<file path="src/design/amtx_pkg.sv">
// Shared types and constants of the AM transmitter modulator.
package amtx_pkg;

	typedef struct packed {
		logic              cmd;
		logic              rf_switch_off;
		logic              pulse_high;
		logic [2:0]        jack_connected;
		logic signed [11:0] audio_one;
		logic signed [11:0] audio_two;
		logic signed [11:0] wav_sample;
		logic [11:0]       knob_main;
		logic [11:0]       knob_fine;
		logic [11:0]       knob_volume;
		logic signed [11:0] cv_tune;
	} amtx_req_t;

	typedef struct packed {
		logic signed [11:0] audio_out;
		logic              rf_led;
		logic [11:0]       led_low;
		logic [11:0]       led_mid;
		logic [11:0]       led_high;
		logic [8:0]        pwm_compare;
		logic [8:0]        pwm_wrap;
	} amtx_rsp_t;

	typedef enum logic [3:0] {
		ST_IDLE,
		ST_VOL,
		ST_SIG,
		ST_HI,
		ST_MID,
		ST_PER1,
		ST_PER2,
		ST_AM,
		ST_WRAP
	} amtx_state_t;

	// request commands
	localparam logic CMD_SAMPLE = 1'b0;
	localparam logic CMD_WRAP   = 1'b1;

	// register index (paddr[2])
	localparam logic REG_KNOB_WINDOW = 1'b0;

	localparam logic [11:0] KNOB_WINDOW_RST = 12'd5;
	localparam logic [20:0] PERIOD_RST      = 21'd1024000;
	localparam logic [20:0] PERIOD_BASE     = 21'd511999;
	localparam logic [11:0] KNOB_MAX        = 12'd4095;
	localparam logic [11:0] VOL_DEAD        = 12'd30;
	localparam logic [11:0] CARRIER_BIAS    = 12'd2048;
	localparam logic [11:0] LED_FULL        = 12'd4095;
	localparam logic [11:0] LED_HI_KNEE     = 12'd1024;
	localparam logic [11:0] LED_MID_KNEE    = 12'd256;

	localparam int MUL_W         = 17;
	localparam int COARSE_STEP   = 253;
	localparam int FINE_STEP     = 6;
	localparam int LED_HI_SCALE  = 5461;
	localparam int LED_MID_SCALE = 21845;
	localparam int AUDIO_LIM     = 2047;
	localparam int PWM_MAX       = 511;

endpackage

</file>
<file path="src/design/amtx_cfg.sv">
// APB register block holding the tuning-knob hysteresis window.
module amtx_cfg (
	input  logic        clk,
	input  logic        arst_n,
	input  logic        psel,
	input  logic        penable,
	input  logic        pwrite,
	input  logic [2:0]  paddr,
	input  logic [31:0] pwdata,
	output logic [31:0] prdata,
	output logic        pready,
	output logic [11:0] knob_window
);
	import amtx_pkg::*;

	logic        wr_en;
	logic [11:0] knob_window_q;

	assign pready      = 1'b1;
	assign wr_en       = psel & penable & pwrite & (paddr[2] == REG_KNOB_WINDOW);
	assign knob_window = knob_window_q;

	always_comb begin
		prdata = '0;
		if (paddr[2] == REG_KNOB_WINDOW) begin
			prdata = {20'd0, knob_window_q};
		end
	end

	always_ff @(posedge clk or negedge arst_n) begin
		if (!arst_n) begin
			knob_window_q <= KNOB_WINDOW_RST;
		end else if (wr_en) begin
			knob_window_q <= pwdata[11:0];
		end
	end

endmodule

</file>
<file path="src/design/am_transmitter_modulator.sv">
// AM carrier modulator: sequencer around one shared 17x17 signed multiplier.
// Sample request: steps VOL, SIG, HI, MID, PER1, PER2 and AM in order, result registered out of AM.
// Wrap tick: step WRAP, result registered out of WRAP; a new request is taken only back in idle.
// The seven multiplies of a sample run one per cycle through the single multiplier.
// A stalled result holds the sequencer in its last step until the output register frees.
// Reset clears the hysteresis, duty and residue state, loads the period with 1024000,
// and returns the window to 5.
module am_transmitter_modulator #(
	parameter int FRACTION_BITS = 12
) (
	input  logic                clk,
	input  logic                arst_n,
	input  logic                req_valid,
	output logic                req_stall,
	input  amtx_pkg::amtx_req_t req_data,
	output logic                rsp_valid,
	input  logic                rsp_stall,
	output amtx_pkg::amtx_rsp_t rsp_data,
	input  logic                psel,
	input  logic                penable,
	input  logic                pwrite,
	input  logic [2:0]          paddr,
	input  logic [31:0]         pwdata,
	output logic [31:0]         prdata,
	output logic                pready
);
	import amtx_pkg::*;

	localparam int VAL_W = 22;
	localparam int INT_W = VAL_W - FRACTION_BITS;

	amtx_state_t state_q, state_d;
	amtx_req_t   req_q;
	amtx_rsp_t   rsp_q, rsp_next;
	logic        rsp_valid_q;

	logic [11:0] knob_window;

	// model state
	logic [11:0]              held_q;
	logic [19:0]              am_level_q;
	logic [20:0]              period_q;
	logic [FRACTION_BITS-1:0] am_res_q;
	logic [FRACTION_BITS-1:0] per_res_q;

	// sequencer scratch
	logic [11:0]        vol2_q;
	logic signed [11:0] sig_q;
	logic [11:0]        led_hi_q;
	logic [11:0]        led_mid_q;
	logic [20:0]        acc_q;

	logic signed [MUL_W-1:0]   mul_a, mul_b;
	logic signed [2*MUL_W-1:0] mul_p;
	logic signed [2*MUL_W-1:0] sig_shr;
	logic signed [11:0]        sig_clamp;

	logic               req_acc, rsp_free, finish;
	logic signed [12:0] sig_sum;
	logic               rf_on;
	logic [11:0]        vol;
	logic [10:0]        sig_mag;
	logic [11:0]        led_sig;
	logic [11:0]        led_low;
	logic [11:0]        carrier;
	logic signed [13:0] km_s, win_hi, win_lo;
	logic               held_move;
	logic signed [13:0] fine_sum;
	logic signed [22:0] per_calc;

	logic [VAL_W-1:0] am_diff, per_diff;
	logic [INT_W-1:0] am_int, per_int;
	logic [8:0]       am_sat, per_sat;

	amtx_cfg u_cfg (
		.clk         (clk),
		.arst_n      (arst_n),
		.psel        (psel),
		.penable     (penable),
		.pwrite      (pwrite),
		.paddr       (paddr),
		.pwdata      (pwdata),
		.prdata      (prdata),
		.pready      (pready),
		.knob_window (knob_window)
	);

	assign req_stall = (state_q != ST_IDLE);
	assign req_acc   = req_valid & ~req_stall;
	assign rsp_free  = ~rsp_valid_q | ~rsp_stall;
	assign rsp_valid = rsp_valid_q;
	assign rsp_data  = rsp_q;

	// ---- per-request operands ----
	always_comb begin
		sig_sum = '0;
		if (req_q.jack_connected[0]) begin
			sig_sum = sig_sum + {req_q.audio_one[11], req_q.audio_one};
		end
		if (req_q.jack_connected[1]) begin
			sig_sum = sig_sum + {req_q.audio_two[11], req_q.audio_two};
		end
		if (req_q.jack_connected[1:0] == 2'b00) begin
			sig_sum = sig_sum + {req_q.wav_sample[11], req_q.wav_sample};
		end
	end

	assign rf_on = ~req_q.rf_switch_off & (~req_q.jack_connected[2] | req_q.pulse_high);
	assign vol   = (req_q.knob_volume > VOL_DEAD) ? (req_q.knob_volume - VOL_DEAD) : '0;

	assign sig_mag = sig_q[11] ? 11'(-sig_q) : 11'(sig_q);
	assign led_sig = {sig_mag, 1'b0};
	assign led_low = (led_sig >= LED_MID_KNEE) ? LED_FULL : {led_sig[7:0], 4'b0000};
	assign carrier = 12'(sig_q) + CARRIER_BIAS;

	assign km_s      = $signed({2'b00, req_q.knob_main});
	assign win_hi    = $signed({2'b00, held_q}) + $signed({2'b00, knob_window});
	assign win_lo    = $signed({2'b00, held_q}) - $signed({2'b00, knob_window});
	assign held_move = (km_s > win_hi) || (km_s < win_lo);

	assign fine_sum = $signed({2'b00, req_q.knob_fine}) + 14'(req_q.cv_tune);

	// ---- shared multiplier ----
	assign mul_p = mul_a * mul_b;

	// arithmetic shift by 12 then clamp to +-2047
	assign sig_shr = mul_p >>> 12;
	always_comb begin
		if (sig_shr > AUDIO_LIM) begin
			sig_clamp = 12'(AUDIO_LIM);
		end else if (sig_shr < -AUDIO_LIM) begin
			sig_clamp = 12'(-AUDIO_LIM);
		end else begin
			sig_clamp = sig_shr[11:0];
		end
	end

	assign per_calc = $signed({2'b00, acc_q}) - 23'(mul_p);

	// ---- truncation with error feedback; residues stored as magnitudes ----
	assign am_diff  = VAL_W'(am_level_q) + VAL_W'(am_res_q);
	assign per_diff = VAL_W'(period_q) + VAL_W'(per_res_q);
	assign am_int   = am_diff[VAL_W-1:FRACTION_BITS];
	assign per_int  = per_diff[VAL_W-1:FRACTION_BITS];
	assign am_sat   = (32'(am_int) > PWM_MAX) ? 9'(PWM_MAX) : 9'(am_int);
	assign per_sat  = (32'(per_int) > PWM_MAX) ? 9'(PWM_MAX) : 9'(per_int);

	// ---- next state ----
	always_comb begin
		state_d = state_q;
		case (state_q)
			ST_IDLE: begin
				if (req_acc) begin
					state_d = (req_data.cmd == CMD_WRAP) ? ST_WRAP : ST_VOL;
				end
			end
			ST_VOL:  state_d = ST_SIG;
			ST_SIG:  state_d = ST_HI;
			ST_HI:   state_d = ST_MID;
			ST_MID:  state_d = ST_PER1;
			ST_PER1: state_d = ST_PER2;
			ST_PER2: state_d = ST_AM;
			ST_AM, ST_WRAP: begin
				if (rsp_free) begin
					state_d = ST_IDLE;
				end
			end
			default: state_d = ST_IDLE;
		endcase
	end

	// ---- sequencer outputs: multiplier operands, result word ----
	always_comb begin
		mul_a    = '0;
		mul_b    = '0;
		finish   = 1'b0;
		rsp_next = '0;
		case (state_q)
			ST_VOL: begin
				mul_a = MUL_W'($signed({1'b0, vol}));
				mul_b = MUL_W'($signed({1'b0, vol}));
			end
			ST_SIG: begin
				mul_a = MUL_W'(sig_sum);
				mul_b = MUL_W'($signed({1'b0, vol2_q}));
			end
			ST_HI: begin
				mul_a = MUL_W'($signed({1'b0, led_sig})) - MUL_W'($signed({1'b0, LED_HI_KNEE}));
				mul_b = MUL_W'(LED_HI_SCALE);
			end
			ST_MID: begin
				mul_a = MUL_W'($signed({1'b0, led_sig})) - MUL_W'($signed({1'b0, LED_MID_KNEE}));
				mul_b = MUL_W'(LED_MID_SCALE);
			end
			ST_PER1: begin
				mul_a = MUL_W'($signed({1'b0, KNOB_MAX - held_q}));
				mul_b = MUL_W'(COARSE_STEP);
			end
			ST_PER2: begin
				mul_a = MUL_W'(fine_sum);
				mul_b = MUL_W'(FINE_STEP);
			end
			ST_AM: begin
				mul_a = MUL_W'($signed({1'b0, carrier}));
				mul_b = MUL_W'($signed({1'b0, period_q[20:13]}));
				finish             = rsp_free;
				rsp_next.audio_out = sig_q;
				rsp_next.rf_led    = rf_on;
				rsp_next.led_low   = led_low;
				rsp_next.led_mid   = led_mid_q;
				rsp_next.led_high  = led_hi_q;
			end
			ST_WRAP: begin
				finish               = rsp_free;
				rsp_next.pwm_compare = am_sat;
				rsp_next.pwm_wrap    = per_sat;
			end
			default: begin
				finish = 1'b0;
			end
		endcase
	end

	// ---- control and model state ----
	always_ff @(posedge clk or negedge arst_n) begin
		if (!arst_n) begin
			state_q     <= ST_IDLE;
			rsp_valid_q <= 1'b0;
			held_q      <= '0;
			am_level_q  <= '0;
			period_q    <= PERIOD_RST;
			am_res_q    <= '0;
			per_res_q   <= '0;
		end else begin
			state_q <= state_d;
			if (finish) begin
				rsp_valid_q <= 1'b1;
			end else if (!rsp_stall) begin
				rsp_valid_q <= 1'b0;
			end
			case (state_q)
				ST_VOL: begin
					if (held_move) begin
						held_q <= req_q.knob_main;
					end
				end
				ST_PER2: period_q <= per_calc[20:0];
				ST_AM: begin
					if (finish) begin
						am_level_q <= rf_on ? mul_p[19:0] : '0;
					end
				end
				ST_WRAP: begin
					if (finish) begin
						am_res_q  <= am_diff[FRACTION_BITS-1:0];
						per_res_q <= per_diff[FRACTION_BITS-1:0];
					end
				end
				default: ;
			endcase
		end
	end

	// ---- payload registers ----
	always_ff @(posedge clk) begin
		if (req_acc) begin
			req_q <= req_data;
		end
		if (finish) begin
			rsp_q <= rsp_next;
		end
		case (state_q)
			ST_VOL: vol2_q <= mul_p[23:12];
			ST_SIG: sig_q  <= sig_clamp;
			ST_HI:  led_hi_q <= (led_sig < LED_HI_KNEE) ? '0 : mul_p[23:12];
			ST_MID: begin
				if (led_sig < LED_MID_KNEE) begin
					led_mid_q <= '0;
				end else if (led_sig >= LED_HI_KNEE) begin
					led_mid_q <= LED_FULL;
				end else begin
					led_mid_q <= mul_p[23:12];
				end
			end
			ST_PER1: acc_q <= PERIOD_BASE + mul_p[20:0];
			default: ;
		endcase
	end

`ifndef SYNTHESIS
	a_busy_after_accept: assert property (@(posedge clk) disable iff (!arst_n)
		req_acc |=> req_stall)
		else $error("request accepted without sequencer going busy");

	a_rsp_from_last_step: assert property (@(posedge clk) disable iff (!arst_n)
		$rose(rsp_valid) |-> $past(state_q == ST_AM || state_q == ST_WRAP))
		else $error("result raised outside a final step");

	// period stays within the range reachable by any knob and cv setting
	a_period_range: assert property (@(posedge clk) disable iff (!arst_n)
		(period_q >= 21'd475147) && (period_q <= 21'd1560322))
		else $error("period value out of range");

	a_tick_fields: assert property (@(posedge clk) disable iff (!arst_n)
		rsp_valid && (rsp_data.pwm_wrap != '0) |->
		(rsp_data.audio_out == '0) && !rsp_data.rf_led)
		else $error("wrap tick result carries audio fields");

	a_audio_clamp: assert property (@(posedge clk) disable iff (!arst_n)
		rsp_valid |-> (rsp_data.audio_out != -12'sd2048))
		else $error("audio output escaped clamp");
`endif

endmodule
</file>
<file path="config.mk">
export PLATFORM = sky130hd
export DESIGN_NAME = am_transmitter_modulator
export DESIGN_NICKNAME = d
export VERILOG_FILES = /design/src/design/amtx_pkg.sv /design/src/design/amtx_cfg.sv /design/src/design/am_transmitter_modulator.sv
export SDC_FILE = /design/constraint.sdc
export NUM_CORES = 1
export LEC_CHECK = 0
export BUFFER_PORTS_ARGS = -buffer_cell sky130_fd_sc_hd__buf_2
export CORE_MARGIN = 5
export CORE_UTILIZATION = 53
export CTS_CLUSTER_DIAMETER = 120
export CTS_CLUSTER_SIZE = 24
export DETAILED_ROUTE_END_ITERATION = 16
export PLACE_DENSITY_LB_ADDON = 0.3
export SLEW_MARGIN = 10
export SYNTH_ARGS = -nofsm -noshare
export SYNTH_HDL_FRONTEND = slang
export SYNTH_SLANG_ARGS = --single-unit
</file>
<file path="constraint.sdc">
create_clock -name clk -period 24.5 [get_ports clk]
set_clock_uncertainty 0.1 [all_clocks]
set_input_delay 4.9 -clock clk [delete_from_list [all_inputs] [get_ports clk]]
set_output_delay 4.9 -clock clk [all_outputs]
set_load 0.1 [all_outputs]
</file>
==> reports/qor.yml <==
setup_path:
  worst_path_dominant_cell_family: "adder cells"
  cp_data_arrival_time_ps: 13270
  worst-path-buf-inv: 4
  crit_top_cell: "fa_1"
  cpMaxStageDelayCell: "edfxtp_1"
  required_ps: 24690
  crit_path_max_incr_delay_ps: 920
  startpoint_type: "register"
  reg2reg_depth: 40
  cp.depth: 40
  end_kind: "register"
  crit_type: "register to register"
  path_max_fanout: 27
logic_synthesis:
  ys_seq_elements: 315
  yosysUniqueCellTypes: 98
  syn_area_um2: 27000
  synth_top_area_share: 0.246
  ys_seq_area_frac: 0.333
  yosysWarnings: 0
  ys.flop_type: "edfxtp_1"
  avgSynthCellArea_um2: 9.83
  synth_edf_count: 221
  synth_most_common_cell: "inv_1"
  yosys.area.top_type: "edfxtp_1"
  synthCells: 2745
  synth_area_leaders: "edfxtp_1 25%, fa_1 16%, ha_1 9.9%, dfrtp_1 8.0%, inv_1 5.2%"
  async_flop_share: 0.298
  synth.top_cells.by_count: "377 x inv_1, 256 x nand2_1, 221 x edfxtp_1"
cells_and_area:
  area_growth_pct: 8.17
  fin_area_um2: 29200
  nets: 3463
  drive_gt1_frac: 0.109
  fin_cells: 3591
place:
  port_buffers: 190
  place_area_um2: 28600
  hpwl_mm: 55.8
  dp_cells: 3556
  gp_congestion: 0.922
timing:
  relSlewSlack: 0.196
  maxSlewViolCount: 0
  fin_crit_sh: 0.534
  finalSetupViolations: 0
  setup-tns-final_ps: 0
  worstMarginPinSlew_ps: 1200
  hold_viol_final: 0
  grt_setup_unrepaired: "false"
  max_freq_ghz: 0.0765
  min_period_ps: 13080
floorplanning:
  die_h_um: 236
  start_util: 0.537
  die_area_um2: 55500
  pin_count: 234
  die_w_um: 236
  rows: 82
  core_um2: 50300
clocking:
  cts_tree: "done"
  clock_path_buffers: 3
  ctsResizeCount: 0
  insertion_delay_ps: 550
  clock-sinks: 315
  ctsHoldBuffers: 0
  root_buffer: "clkbuf_16"
  cts_made_buffers: 18
  postCtsSetupBuffers: 0
  h-tree-depth: 1
  clk_pin_slew_ps: 100
flow_run:
  max_cap_violations: 0
detailed_routing:
  route.detailed.drc: 0
  wl_met1_mm: 29.3
  drtAntennaViolNets: 0
  dr_total_vias: 20300
  avgViaCountPerCell: 5.65
  top_layer_used: "met5"
  route.detailed.wl_per_inst_um: 19.4
  wl_met2_mm: 33.4
  wl_met3_mm: 4.49
  firstDrtPassIters: 6
  drtIter0Drc: 1521
  drt-total-wl_mm: 69.5
grt:
  first_global_vias: 20600
  grt_use_total: 0.246
  grt_overflow: 0
  grt_max_degree: 77
  grt_pass1_wl_mm: 111
  antenna_found_initial: 2
hold_path:
  min_path_cells: 2
  hp-class: "register to register"
run_status:
  status: "finished, final reports clean"
==> tightest hold or removal path, stage by stage (launching register included) <==
cell	delay, ps
dfrtp_1	360
nand2_1	50
o21ai_0	60
==> placed cells by master (no fill, tap or decap), drive strengths merged, types with 8 or more instances in the layout <==
cell,netlist,final
o31ai,17,17
fa,214,214
o21a,25,25
dfrtp,86,86
and3,25,25
a211oi,22,22
nand2b,25,25
nor2b,34,34
a221oi,9,9
ha,213,213
nand4,17,17
clkbuf,56,29
nor4,8,8
a31oi,18,18
conb,2,23
a2111oi,9,9
mux2,32,32
xor2,63,63
buf,45,219
o211ai,11,11
and2,82,82
mux2i,14,14
nor2,209,209
nor3,37,37
o21bai,24,24
or2,12,12
inv,382,384
o21ai,148,148
nand2,256,256
edfxtp,221,221
a211o,9,9
a21oi,128,128
or3,23,23
xnor2,92,92
nand3,32,32
dfstp,8,8
a21o,40,40
==> sequential cells by signal, summed over array words and instances (netlist names) <==
register and flops:
acc_q 21, am_res_q 12, held_q 12, u_cfg.knob_window 12
sig_q 12, req_q 77, rsp_valid 1, period_q 21
rsp_data 63, vol2_q 12, led_hi_q 12, km_s 12
per_res_q 12, led_mid_q 12, state_q 4, am_level_q 20
==> metrics by stage <==
| stage | setup WS (ps) | hold WS, ps | utilization |
|---|---|---|---|
| 5_1_grt | 10410 | 424 | 0.581 |
| 3_3_place_gp | 11890 | 368 | 0.569 |
| 3_5_place_dp | 11620 | 382 | 0.569 |
| 6_report | 11420 | 399 | 0.581 |
| 2_1_floorplan | 13140 | 353 | - |
| 4_1_cts | 11520 | 405 | 0.581 |
==> final cells by class <==
| type | count | area [um^2] |
|---|---|---|
| Tap cell | 672 | 841 |
| Multi-Input combinational cell | 1967 | 16200 |
| Sequential cell | 315 | 9000 |
| Antenna cell | 3 | 7.51 |
| Clock inverter | 3 | 57.6 |
| Inverter | 383 | 1440 |
| Timing Repair Buffer | 219 | 1170 |
| Clock buffer | 29 | 514 |
| Fill cell | 4426 | 21100 |
==> per-layer routing <==
metal	GRT usage	up-vias
met3	0.0395	116
met2	0.419	600
li1	-	9570
met1	0.328	9992
met4	0.0742	2
met5	0	-
==> worst paths after layout <==
| path | startpoint | end | slack, ps |
|---|---|---|---|
| worst max-delay path | req_q[84]$_DFFE_PP_ | sig_q[7]$_SDFFCE_PN1P_ | 11420 |
| worst min-delay path | am_res_q[6]$_DFFE_PN0P_ | am_res_q[6]$_DFFE_PN0P_ | 400 |
| worst max register to register | req_q[84]$_DFFE_PP_ | sig_q[7]$_SDFFCE_PN1P_ | 11420 |
| worst min register to register | am_res_q[6]$_DFFE_PN0P_ | am_res_q[6]$_DFFE_PN0P_ | 400 |
| max in group asynchronous | arst_n | am_level_q[6]$_DFFE_PN0P_ | 18900 |
| min in group asynchronous | arst_n | held_q[5]$_DFFE_PN0P_ | 4210 |
==> kinds of logic after synthesis <==
group / synth area share
multiplexers: 0.0185
adder cells (fa/ha/maj): 0.258
flip-flops: 0.333
other: 0.000278
buffers and inverters: 0.0716
AO/OA/AOI/OAI: 0.128
XOR/XNOR: 0.0509
AND/OR/NAND/NOR: 0.139
Power is left out: the tool's default activity adds up to more than one toggle a clock period on the data nets, which glitch-free logic cannot reach.
